--- config.mk ---
export PLATFORM = sky130hd
export DESIGN_NAME = pvtkwi_cmd_fifo
export DESIGN_NICKNAME = d
export VERILOG_FILES = /design/src/sv/pvtkwi_pkg.sv /design/src/sv/pvtkwi_cmd_fifo.sv
export SDC_FILE = /design/constraint.sdc
export NUM_CORES = 1
export LEC_CHECK = 0
export ABC_AREA = 1
export BUFFER_PORTS_ARGS = -buffer_cell sky130_fd_sc_hd__buf_2
export CAP_MARGIN = 20
export CORE_UTILIZATION = 46
export CTS_CLUSTER_DIAMETER = 60
export DETAILED_ROUTE_END_ITERATION = 8
export PLACE_DENSITY = 0.74
export REMOVE_ABC_BUFFERS = 1
export SYNTH_ARGS = -nofsm -noshare
export SYNTH_HDL_FRONTEND = slang
export SYNTH_SLANG_ARGS = --single-unit
--- constraint.sdc ---
create_clock -name clk_i -period 2.35 [get_ports clk_i]
set_input_delay 0.235 -clock clk_i [delete_from_list [all_inputs] [get_ports clk_i]]
set_output_delay 0.235 -clock clk_i [all_outputs]
set_load 0.03 [all_outputs]
--- src/sv/pvtkwi_pkg.sv ---
package pvtkwi_pkg;

  localparam int VERTEX_W = 12;
  localparam int BONE_W   = 8;
  localparam int WEIGHT_W = 16;
  localparam int POS_W    = 3;
  localparam int MARK_W   = 3;
  localparam int CFG_W    = 4;
  localparam int SLOT_W   = BONE_W + WEIGHT_W;
  localparam int ROW_CAP  = 8;
  localparam int VEXT_W   = 17;

  localparam logic [CFG_W-1:0] ACTIVE_SLOTS_RESET = 4'd8;

  // command handed from the front end to the back end
  typedef struct packed {
    logic                is_read;
    logic                out_of_range;
    logic [VERTEX_W-1:0] vertex;
    logic [BONE_W-1:0]   bone;
    logic [WEIGHT_W-1:0] weight;
  } cmd_t;

  typedef struct packed {
    logic                inserted;
    logic [POS_W-1:0]    pos;
    logic [BONE_W-1:0]   bone;
    logic [WEIGHT_W-1:0] weight;
    logic [MARK_W-1:0]   mark;
    logic                last;
  } res_t;

endpackage

--- src/sv/pvtkwi_cmd_fifo.sv ---
module pvtkwi_cmd_fifo
  import pvtkwi_pkg::*;
(
  input  logic clk_i,
  input  logic rst_ni,
  input  logic push_i,
  input  cmd_t push_data_i,
  output logic full_o,
  input  logic pop_i,
  output cmd_t head_o,
  output logic empty_o
);

  cmd_t       entries_q [2];
  logic       wr_ptr_q, wr_ptr_d;
  logic       rd_ptr_q, rd_ptr_d;
  logic [1:0] cnt_q, cnt_d;

  assign full_o  = (cnt_q == 2'd2);
  assign empty_o = (cnt_q == 2'd0);
  assign head_o  = entries_q[rd_ptr_q];

  always_comb begin
    wr_ptr_d = wr_ptr_q;
    rd_ptr_d = rd_ptr_q;
    cnt_d    = cnt_q;
    if (push_i) begin
      wr_ptr_d = ~wr_ptr_q;
    end
    if (pop_i) begin
      rd_ptr_d = ~rd_ptr_q;
    end
    if (push_i && !pop_i) begin
      cnt_d = cnt_q + 2'd1;
    end else if (pop_i && !push_i) begin
      cnt_d = cnt_q - 2'd1;
    end
  end

  always_ff @(posedge clk_i or negedge rst_ni) begin
    if (!rst_ni) begin
      wr_ptr_q <= 1'b0;
      rd_ptr_q <= 1'b0;
      cnt_q    <= 2'd0;
    end else begin
      wr_ptr_q <= wr_ptr_d;
      rd_ptr_q <= rd_ptr_d;
      cnt_q    <= cnt_d;
    end
  end

  always_ff @(posedge clk_i) begin
    if (push_i) begin
      entries_q[wr_ptr_q] <= push_data_i;
    end
  end

endmodule

==> results.json <==
{
  "status": "finished, final reports clean",
  "finalInstanceArea_sq_mm": 0.00372,
  "holdBufCountCts": 1,
  "placed_area_sq_mm": 0.00352,
  "maxSlewViolCount": 0,
  "vdd_ir_drop_max_mv": 0.669,
  "cp-end-kind": "primary output",
  "gp_congestion": 0.689,
  "clock_latency_ns": 0.34,
  "ant_nets": 0,
  "synth_area_per_cell_sq_um": 20.9,
  "drc": 0,
  "post_cts_buffers": 0,
  "cts_max_level": 3,
  "die_h_um": 82.7,
  "num_antenna_cells": 0,
  "final-hold-violation-count": 0,
  "synth_compound_area_share_pct": 0,
  "finalCritPeriodShare_pct": 88.2,
  "core_sq_mm": 0.00631,
  "worst_pin_slew_ns": 0.554,
  "synth_area_sq_mm": 0.00300,
  "power_density_mw_per_mm2": 1270,
  "root_buffer": "clkbuf_8",
  "fin_nets": 279,
  "floorplan.die_area_sq_mm": 0.00684,
  "ys_types": 15,
  "place_inst": 301,
  "worstPathArrival_ns": 1.84,
  "clock_skew_ns": 0.00490,
  "hp-class": "primary input to flip-flop",
  "firstDrtPassIters": 4,
  "critical-path-max-stage-delay_ns": 0.71,
  "grt_pass1_vias": 1556,
  "netlist_instances": 143,
  "grt_pass1_wl_um": 7250,
  "ctsResizeCount": 0,
  "start_util_pct": 47.4,
  "synth.area.mux_share_pct": 15.5,
  "via_per_inst": 4.92,
  "final_cell_mix": "buf_2 (81), edfxtp_1 (76), mux2_2 (28)",
  "setup_viol": 0,
  "crit_fanout": 22,
  "grt-ovfl-total": 0,
  "synth-seq-cells": 80,
  "worst_slack_ns": 0.277,
  "max-cap-violations": 0,
  "fin_cells": 318,
  "wl_per_cell_um": 15.3,
  "drive_gt1_share_pct": 57.7,
  "cts.sink_count": 80,
  "critPathTopFamily": "flip-flops",
  "leakage_uw": 0.00148,
  "antenna_found_initial": 0,
  "cts_made_buffers": 9,
  "synth_xor_xnor_area_share_pct": 0.877,
  "drt_wl_total_um": 4870,
  "cp-start-kind": "flip-flop",
  "clkTransAtPathRegs_ns": 0.08,
  "rows": 29,
  "synth_warnings": 0,
  "synthSimpleGateAreaFrac_pct": 1.38,
  "pin_count": 82,
  "path_cells": "buf_12, mux2_2, buf_2",
  "track_usage_pct": 15.3,
  "pre_cts_ws_ns": 0.605,
  "vias": 1564,
  "die_w_um": 82.7,
  "dp.final_hpwl_um": 3250,
  "io_buffers": 81,
  "max_freq_mhz": 482,
  "rsz0062_at_grt": "false",
  "yosysSeqAreaShare_pct": 79.5,
  "mostFrequentLayoutCell": "buf_2",
  "max_slew_margin_pct": 63.0,
  "area_delta_synth_final_pct": 24.2,
  "critPathBufInv": 2,
  "first_iter_violations": 89,
  "cp.required_ns": 2.12,
  "grt_max_degree": 23,
  "synth_fa_ha_area_share_pct": 0.418,
  "fin_crit_ns": 2.07,
  "clock_path_buffers": 2,
  "cts_tree": "built",
  "crit_type": "flip-flop to primary output",
  "synth_top_family_by_area": "multiplexers",
  "cp_slowest_cell": "dfrtp_2"
}
## Yosys cell counts
| cell | number | share of area [%] |
|---|---|---|
| edfxtp_1 | 76 | 76 |
| mux2_2 | 28 | 11 |
| mux2_4 | 10 | 5.0 |
| inv_1 | 7 | 0.88 |
| nand2_1 | 5 | 0.63 |
| dfrtp_1 | 4 | 3.3 |
| nor2_1 | 3 | 0.38 |
| buf_4 | 2 | 0.50 |
| xor2_1 | 2 | 0.58 |
| buf_6 | 1 | 0.38 |
| buf_8 | 1 | 0.50 |
| ha_1 | 1 | 0.42 |
| nand3_1 | 1 | 0.17 |
| nand4_1 | 1 | 0.21 |
| xnor2_1 | 1 | 0.29 |
## stage by stage
step           hold slack, ns  total power, uW  setup TNS, ns  util, %
6_report               0.0746             4710              0     58.9
5_1_grt                0.0588             4950              0     58.9
4_1_cts                0.0539             4780              0     58.9
3_5_place_dp           0.0510             3810              0     55.7
3_3_place_gp           0.0469             3780              0     55.7
2_1_floorplan         -0.0606             3290          -3.68        -
## power breakdown
| group | total (uW) | switching, uW | internal, uW |
|---|---|---|---|
| registers | 2060 | 163 | 1900 |
| logic | 1690 | 1030 | 655 |
| clock network | 964 | 449 | 515 |
## flip-flops by register name, indices dropped and copies added, names as in the netlist
signal	cells
entries_q	76
cnt_q	2
rd_ptr_q	1
wr_ptr_q	1
## final cells by class
cell class / count / area [sq um]
clock buffer: 12 / 145
multi-input combinational: 52 / 553
tap: 77 / 96.3
fill: 504 / 2590
clock inverter: 4 / 45.0
timing repair buffer: 86 / 470
inverter: 7 / 26.3
sequential: 80 / 2380
## worst paths after layout
kind	endpoint	startpoint	cells past startpoint	slack, ns
min reg2reg	cnt_q[1]	cnt_q[1]	2	0.51
min in group asynchronous	cnt_q[1]	rst_ni	2	0.22
max	head_o[9]	rd_ptr_q	3	0.28
min	entries_q[1][13]	push_data_i[13]	1	0.07
max reg2reg	entries_q[0][11]	wr_ptr_q	2	0.88
max in group asynchronous	rd_ptr_q	rst_ni	2	1.99
## layer usage
| metal | routed length (um) | global-route usage, % | vias up | part of all wire [%] |
|---|---|---|---|---|
| li1 | - | - | 733 | - |
| met1 | 2040 | 17.7 | 754 | 42 |
| met2 | 2380 | 25.1 | 65 | 49 |
| met3 | 352 | 4.95 | 12 | 7.2 |
| met4 | 101 | 8.79 | 0 | 2.1 |
| met5 | 0 | 0 | - | 0 |
## logic make-up (layout without fill, tap and decap cells)
| kind of cell | after synthesis | in the layout |
|---|---|---|
| and+or+nand+nor | 10 | 10 |
| adders and majority gates | 1 | 1 |
| buffers and inverters | 11 | 109 |
| xor gates and xnor gates | 3 | 3 |
| muxes | 38 | 38 |
| DFF | 80 | 80 |
Note: power is estimated with default switching activity, not from simulation.
