$ cat config.mk
export PLATFORM = sky130hd
export DESIGN_NAME = pvtkwi_front
export DESIGN_NICKNAME = d
export VERILOG_FILES = /design/src/sv/pvtkwi_pkg.sv /design/src/sv/pvtkwi_front.sv
export SDC_FILE = /design/constraint.sdc
export NUM_CORES = 1
export LEC_CHECK = 0
export BUFFER_PORTS_ARGS = -buffer_cell sky130_fd_sc_hd__buf_4
export CAP_MARGIN = 30
export CORE_MARGIN = 1.5
export CORE_UTILIZATION = 40
export CTS_CLUSTER_DIAMETER = 50
export DETAILED_ROUTE_END_ITERATION = 16
export PLACE_DENSITY = 0.76
export REMOVE_ABC_BUFFERS = 1
export SETUP_SLACK_MARGIN = 0.3
export SLEW_MARGIN = 10
export SYNTH_ARGS = -nofsm -noshare
export SYNTH_HDL_FRONTEND = slang
export SYNTH_SLANG_ARGS = --single-unit
export TNS_END_PERCENT = 5
$ cat constraint.sdc
create_clock -name clk_i -period 2.6 [get_ports clk_i]
set_input_delay 0.65 -clock clk_i [delete_from_list [all_inputs] [get_ports clk_i]]
set_output_delay 0.65 -clock clk_i [all_outputs]
set_load 0.005 [all_outputs]
$ cat src/sv/pvtkwi_pkg.sv
package pvtkwi_pkg;

  localparam int VERTEX_W = 12;
  localparam int BONE_W   = 8;
  localparam int WEIGHT_W = 16;
  localparam int POS_W    = 3;
  localparam int MARK_W   = 3;
  localparam int CFG_W    = 4;
  localparam int SLOT_W   = BONE_W + WEIGHT_W;
  localparam int ROW_CAP  = 8;
  localparam int VEXT_W   = 17;

  localparam logic [CFG_W-1:0] ACTIVE_SLOTS_RESET = 4'd8;

  // command handed from the front end to the back end
  typedef struct packed {
    logic                is_read;
    logic                out_of_range;
    logic [VERTEX_W-1:0] vertex;
    logic [BONE_W-1:0]   bone;
    logic [WEIGHT_W-1:0] weight;
  } cmd_t;

  typedef struct packed {
    logic                inserted;
    logic [POS_W-1:0]    pos;
    logic [BONE_W-1:0]   bone;
    logic [WEIGHT_W-1:0] weight;
    logic [MARK_W-1:0]   mark;
    logic                last;
  } res_t;

endpackage

$ cat src/sv/pvtkwi_front.sv
module pvtkwi_front
  import pvtkwi_pkg::*;
#(
  parameter int VERTEX_COUNT = 4096
) (
  input  logic                clk_i,
  input  logic                rst_ni,
  input  logic                s_valid_i,
  output logic                s_ready_o,
  input  logic                s_action_i,
  input  logic [VERTEX_W-1:0] s_vertex_i,
  input  logic [BONE_W-1:0]   s_bone_i,
  input  logic [WEIGHT_W-1:0] s_weight_i,
  input  logic                clearing_i,
  output logic                push_o,
  output cmd_t                push_data_o,
  input  logic                full_i
);

  logic hold_v_q, hold_v_d;
  cmd_t hold_q;
  logic take;

  assign push_o      = hold_v_q && !full_i;
  assign push_data_o = hold_q;
  assign s_ready_o   = (!hold_v_q || push_o) && !clearing_i;
  assign take        = s_valid_i && s_ready_o;

  always_comb begin
    hold_v_d = hold_v_q;
    if (take) begin
      hold_v_d = 1'b1;
    end else if (push_o) begin
      hold_v_d = 1'b0;
    end
  end

  always_ff @(posedge clk_i or negedge rst_ni) begin
    if (!rst_ni) begin
      hold_v_q <= 1'b0;
    end else begin
      hold_v_q <= hold_v_d;
    end
  end

  // classify on entry: action and vertex range
  always_ff @(posedge clk_i) begin
    if (take) begin
      hold_q.is_read      <= s_action_i;
      hold_q.out_of_range <= (VEXT_W'(s_vertex_i) >= VEXT_W'(VERTEX_COUNT));
      hold_q.vertex       <= s_vertex_i;
      hold_q.bone         <= s_bone_i;
      hold_q.weight       <= s_weight_i;
    end
  end

endmodule

==> qor.yml, run 1 <==
finish:
  drive_gt1_frac: 0.672
  stdcell_area_um2: 1900
  areaGrowthSynthToFinish_pct: 60.0
  n_antenna_cell: 0
  multi_input_area_um2: 52.6
  final_core_util: 0.684
  regArea_um2: 1140
  n_fill_cell: 196
  final_nets: 175
die:
  ioPinCount: 82
  die_w_um: 57.5
  design.core.area_um2: 2780
  initial_utilization: 0.427
  die_h_um: 57.5
  fp.dieArea_um2: 3310
  rows: 19
clock_tree:
  cts_tree: "yes"
  cts-resized-gates: 0
  clockBufferDepth: 2
  cts_sinks: 38
  cts_root_buf: "clkbuf_4"
  holdBufCountCts: 0
  cts.reportedPaths.clkPinSlew_ns: 0.11
  clock_latency_ns: 0.34
  cts_buffers: 5
  cts.htree.levels: 2
  postCtsSetupRepairBufs: 0
timing:
  relSlewSlack: 0.603
  tns_ns: 0
  max_freq_ghz: 0.584
  setup_viol: 0
  hold_ws_ns: 0.0597
  hold_viol_final: 0
  clock-skew-final_ns: 0.0107
  finalCriticalPeriod_ns: 1.71
  rsz0062_at_grt: "no"
  final.period_utilization: 0.659
  worst_slew_pin_slew_ns: 0.594
  report.final.slew_viol_count: 0
yosys:
  ys_top_cells_by_area: "edfxtp_1 93%, dfrtp_1 2.1%, nand2b_4 1.2%, a21oi_2 0.74%, buf_4 0.63%"
  yosys.area.top_type: "edfxtp_1"
  synth.top_cells.by_count: "37 x edfxtp_1, 2 x nand2_1"
  synth_cell_types: 9
  postSynthAreaPerCell_um2: 25.8
  synth_most_common_cell: "edfxtp_1"
  yosys_warnings: 0
  synthFlopType: "edfxtp_1"
  synth_edf_count: 37
  synth-seq-cells: 38
  syn-instance-count: 46
  synthArstFlopShare: 0.0263
  seq_area_frac_synth: 0.956
  syn_area_um2: 1190
  synth_top_area_frac: 0.935
setup_path:
  r2r_slack_ns: 1.10
  cp_num_buf_inv: 1
  reg2reg_from: "hold_v_q"
  critPathArrivalTime_ns: 1.06
  endpoint_kind: "output pin"
  crit_required_ns: 1.95
  cp_max_fo: 4
  path_cells: "nor2b_1, buf_4"
  crit_slowest_cell: "dfrtp_1"
  reg2reg_to: "push_data_o[30]"
  r2r.worst_path.cells: 2
  path_delay_family: "flip-flops"
  path_class: "flip-flop to output pin"
  critPathMaxStageDelay_ns: 0.45
  critPathLaunchType: "flip-flop"
global_route:
  use_met1: 0.130
  antenna_found_initial: 0
  gr-usage-met3: 0.136
  grt_pass1_vias: 770
  gr-max-usage-layer: "met2"
  grt_overflow: 0
  grt_use_met2: 0.244
  grt_max_degree: 21
  gr-usage-all-layers: 0.154
  grt_pass1_wl_um: 3420
power:
  p_int_mw: 0.877
  peakVddDrop_mv: 0.506
  pwr-share-comb: 0.100
  leakagePower_nw: 0.804
  clkPwrFrac: 0.256
  power-per-cell-area_nw_per_um2: 581
  p_switching_mw: 0.228
  sw_frac_of_total: 0.207
  p_total_mw: 1.11
  pwr-share-seq: 0.644
detailed_routing:
  ant_nets: 0
  wl_um: 2330
  drt-pass1-iter-count: 2
  wl_per_cell_um: 14.1
  drc: 0
  vias_per_cell: 4.50
  drt_iter0_drc: 10
  vias: 742
run:
  drv_cap: 0
outcome:
  status: "completed"
min_path:
  min_path_type: "input port to asynchronous set/reset pin"
placement:
  placed_area_um2: 1850
  finalWeightedCongestion: 0.665
  io_buffers: 80
==> per-layer routing <==
| metal | wire, um | part of all wire |
|---|---|---|
| met5 | 0 | 0 |
| met4 | 51 | 0.022 |
| met3 | 443 | 0.19 |
| met2 | 1110 | 0.48 |
| met1 | 718 | 0.31 |
==> layout by cell type, fill, tap and decap left out, types with 2 or more instances in the layout <==
master	count
buf_4	80
edfxtp_1	37
clkbuf_4	5
nand2_1	2
==> worst max-delay path by stage <==
stage	startpoint	endpoint	slack, ns	cells after the start
floorplan	clearing_i	push_data_o[0]	0.39	2
global placement	clearing_i	push_data_o[37]	0.69	4
detailed placement	clearing_i	push_data_o[32]	0.66	4
CTS	hold_v_q	push_o	0.87	2
global route	hold_v_q	push_o	0.85	2
finish	hold_v_q	push_o	0.89	2
==> worst register-to-register path, cell delays in order, from the launching register on <==
cell and delay, ns:
dfrtp_1 0.45, a21oi_4 0.52, buf_12 0.24
==> layout make-up <==
cell class / instances / area share
repair buffers: 81 / 0.326
multi-input cells: 7 / 0.0276
clock inverters: 3 / 0.00855
well taps: 31 / 0.0204
flip-flops and latches: 38 / 0.597
clock buffers: 5 / 0.0197
==> cells by family after synthesis <==
kind of cell / count (synthesis) / synth area share
buffers and inverters: 1 / 0.00632
other: 1 / 0.00315
AND/OR/NAND/NOR: 4 / 0.0232
flip-flops: 38 / 0.956
AO/OA/AOI/OAI: 2 / 0.0116
==> flip-flops by register name, summed over array words and instances (netlist names) <==
signal and cells:
hold_v_q 1, push_data_o 37
==> power groups by stage <==
stage                     Clock (mW)  Sequential (mW)  Combinational [mW]
after floorplan                    0            0.729              0.0140
after global placement             0            0.725               0.109
after detailed placement           0            0.726               0.112
after CTS                      0.295            0.712               0.112
after global routing           0.315            0.714               0.119
final                          0.283            0.712               0.110
==> per-stage QoR <==
stage / cells / setup slack [ns]
after floorplan: 45 / 0.387
after global placement: 157 / 0.689
after detailed placement: 157 / 0.656
after CTS: 165 / 0.873
after global routing: 165 / 0.845
final: 165 / 0.888
No activity file was read; power rests on OpenSTA's default activity.
==> run 2, diff against run 1 <==
--- a/config.mk
+++ b/config.mk
@@ -5,13 +5,14 @@
 export SDC_FILE = /design/constraint.sdc
 export NUM_CORES = 1
 export LEC_CHECK = 0
+export ABC_AREA = 1
 export BUFFER_PORTS_ARGS = -buffer_cell sky130_fd_sc_hd__buf_4
 export CAP_MARGIN = 30
 export CORE_MARGIN = 1.5
-export CORE_UTILIZATION = 40
+export CORE_UTILIZATION = 36
 export CTS_CLUSTER_DIAMETER = 50
 export DETAILED_ROUTE_END_ITERATION = 16
-export PLACE_DENSITY = 0.76
+export PLACE_DENSITY = 0.72
 export REMOVE_ABC_BUFFERS = 1
 export SETUP_SLACK_MARGIN = 0.3
 export SLEW_MARGIN = 10
==> constraint.sdc (replaced) <==
create_clock -name clk_i -period 1.4 [get_ports clk_i]
set_input_delay 0.35 -clock clk_i [delete_from_list [all_inputs] [get_ports clk_i]]
set_output_delay 0.35 -clock clk_i [all_outputs]
set_load 0.005 [all_outputs]
==> run 2 against run 1 <==
Effect of this change:
- die area is 11% higher
- cell area rose by 11%
- final cell count increased by 12%
- critical endpoint is now s_ready_o
- synthesized cell count up 6.5%
- flip-flop and latch count unchanged
==> qor.yml, run 2 <==
setup_path:
  endpoint_kind: "output pin"
  critPathMaxStageDelay_ns: 0.40  # -0.05 ns
  reg2reg_from: "hold_v_q"
  critPathLaunchType: "flip-flop"
  critPathArrivalTime_ns: 1.04  # -0.02 ns
  r2r.worst_path.cells: 5  # +3
  r2r_slack_ns: 0.06  # -1.04 ns
  crit_slowest_cell: "dfrtp_1"
  cp_max_fo: 2  # -2
  cp-startpoint: "hold_v_q"
  crit_path_end: "s_ready_o"
  reg2reg_to: "push_data_o[28]"
  crit_required_ns: 1.05  # -0.90 ns
  path_cells: "nand2_2, nand2_4, inv_2, buf_6"
  path_class: "flip-flop to output pin"
die:
  rows: 20  # +1
  fp.dieArea_um2: 3660  # +11%
  die_w_um: 60.5  # +5.2%
  initial_utilization: 0.383  # -0.0439
  ioPinCount: 82  # unchanged
  die_h_um: 60.5  # +5.2%
  design.core.area_um2: 3100  # +12%
finish:
  regArea_um2: 1140  # unchanged
  areaGrowthSynthToFinish_pct: 76.8
  layout_common_cells: "44 x buf_4, 38 x buf_6, 37 x edfxtp_1"
  finalNonFillerCells: 184  # +12%
  multi_input_area_um2: 41.3  # -21%
  drive_gt1_frac: 0.679  # +0.00693
  final_nets: 182  # +4.0%
  n_fill_cell: 228  # +16%
  final_core_util: 0.678  # -0.00594
  stdcell_area_um2: 2100  # +11%
  largest_reg_flops: 37  # unchanged
  final_common_cell: "buf_4"
  n_antenna_cell: 0  # unchanged
yosys:
  yosys.area_share.simple: 0.0189  # -0.00423
  synth_mux_area_frac: 0  # unchanged
  yosys.area.top_type: "edfxtp_1"
  syn_area_um2: 1190  # +0.11%
  synth_most_common_cell: "edfxtp_1"
  synthFlopType: "edfxtp_1"
  synth_cell_types: 9  # unchanged
  synthArstFlopShare: 0.0263  # unchanged
  syn-instance-count: 49  # +6.5%
  synth_top_family_by_area: "buffers and inverters"
  seq_area_frac_synth: 0.955  # -0.00101
  synth.top_cells.by_count: "37 x edfxtp_1, 4 x inv_1, 2 x nand2_2"
  synth-compound-area-share: 0.00421  # -0.00737
  synthXorXnorAreaFrac: 0  # unchanged
  postSynthAreaPerCell_um2: 24.3  # -6.0%
  ys_top_cells_by_area: "edfxtp_1 93%, dfrtp_1 2.1%, inv_1 1.3%, nand2_2 1.1%, buf_4 0.63%"
  yosys_warnings: 0  # unchanged
  synth_top_area_frac: 0.934  # -0.000983
  synth-seq-cells: 38  # unchanged
  yosys.area_share.adder: 0  # unchanged
  synth_edf_count: 37  # unchanged
min_path:
  min_path_type: "input port to flip-flop"
global_route:
  grt_overflow: 0  # unchanged
  grt_pass1_vias: 736  # -4.4%
  grt_max_degree: 24  # +14%
  antenna_found_initial: 0  # unchanged
  gr-usage-all-layers: 0.142  # -0.0122
  grt_pass1_wl_um: 3480  # +1.6%
run:
  drv_cap: 0  # unchanged
timing:
  hold_viol_final: 0  # unchanged
  hold_ws_ns: 0.183  # +0.123 ns
  rsz0062_at_grt: "yes"
  worst_slack_ns: 0.00671  # -0.881 ns
  tns_ns: 0  # unchanged
  max_freq_ghz: 0.718
  final.period_utilization: 0.995
  setup_viol: 0  # unchanged
  finalCriticalPeriod_ns: 1.39
  report.final.slew_viol_count: 0  # unchanged
  clock-skew-final_ns: 0.00650  # -0.00417 ns
detailed_routing:
  wl_per_cell_um: 15.7  # +11%
  wl_um: 2880  # +24%
  vias_per_cell: 4.38  # -2.6%
  drt-pass1-iter-count: 4  # +2
  drt_iter0_drc: 20  # +10
  ant_nets: 0  # unchanged
  drc: 0  # unchanged
  vias: 806  # +8.6%
placement:
  place_ws_ns: 0.140  # -0.516 ns
  finalWeightedCongestion: 0.618  # -7.0%
  dp_hpwl_um: 1910
  dp_cells: 174  # +11%
  placed_area_um2: 1880  # +1.9%
  io_buffers: 80  # unchanged
power:
  peakVddDrop_mv: 0.482  # -4.7%
  leakagePower_nw: 0.887  # +10%
  power-per-cell-area_nw_per_um2: 997  # +72%
  p_total_mw: 2.10  # +90%
outcome:
  status: "completed"
clock_tree:
  cts_tree: "yes"
  cts_root_buf: "clkbuf_4"
  cts.htree.levels: 2  # unchanged
  clock_latency_ns: 0.33  # about the same
  cts_buffers: 5  # unchanged
  cts.reportedPaths.clkPinSlew_ns: 0.11  # about the same
  clockBufferDepth: 2  # unchanged
  cts_sinks: 38  # unchanged
## run 2: cell types whose count changed in the layout (fill, tap and decap cells not counted), moves of 2 or more
cell,delta
buf_6,+38
inv_1,+3
nand2_1,-2
buf_4,-36
## run 2: area by class of cell
type                    count  share of cell area
clock buffers               5              0.0178
clock inverters             2             0.00476
flip-flops and latches     38               0.540
inverters                   4             0.00714
repair buffers             85               0.384
multi-input cells           6              0.0196
well taps                  44              0.0262
## run 2: repair_timing
item                                    CTS  global route
resized for setup                        23            17
endpoints found under the setup margin   76            76
setup buffers                             0             2
endpoints found under the hold margin     1             0
pin swaps                                 0             3
hold buffers                              1             0
## run 2: cell families (layout without fill, tap and decap cells)
logic type | Yosys count | after routing
AO/OA/AOI/OAI | 1 | 1
buffers and inverters | 5 | 96
flip-flops | 38 | 38
other | 1 | 1
AND/OR/NAND/NOR | 4 | 4
## run 2: where the power goes
group | switching [mW] | internal (mW)
clock network | 0.333 | 0.181
logic | 0.0811 | 0.174
registers | 0.0223 | 1.31
total | 0.437 | 1.66
## run 2: how the worst min path moves through the flow
stage                     slack [ns]           start  cells after the start         endpoint
after detailed placement        0.13          rst_ni                      1         hold_v_q
after CTS                       0.17  s_weight_i[15]                      1  push_data_o[15]
final                           0.18  s_weight_i[11]                      1  push_data_o[11]
after global routing            0.15   s_vertex_i[3]                      1  push_data_o[27]
after global placement          0.13          rst_ni                      1         hold_v_q
after floorplan                 0.05          rst_ni                      0         hold_v_q
## run 2: worst max-delay path, delay by kind of cell, from the launching register on
| kind | cells | cell delay (ns) |
|---|---|---|
| buffers and inverters | 2 | 0.15 |
| flip-flops | 1 | 0.40 |
| AND/OR/NAND/NOR | 2 | 0.17 |
## run 2: layer usage
metal,track usage,part of all wire,up-vias
met1,0.128,0.31,378
met2,0.247,0.55,60
met5,0,0,-
met4,0.0745,0.016,0
li1,-,-,362
met3,0.0853,0.12,6
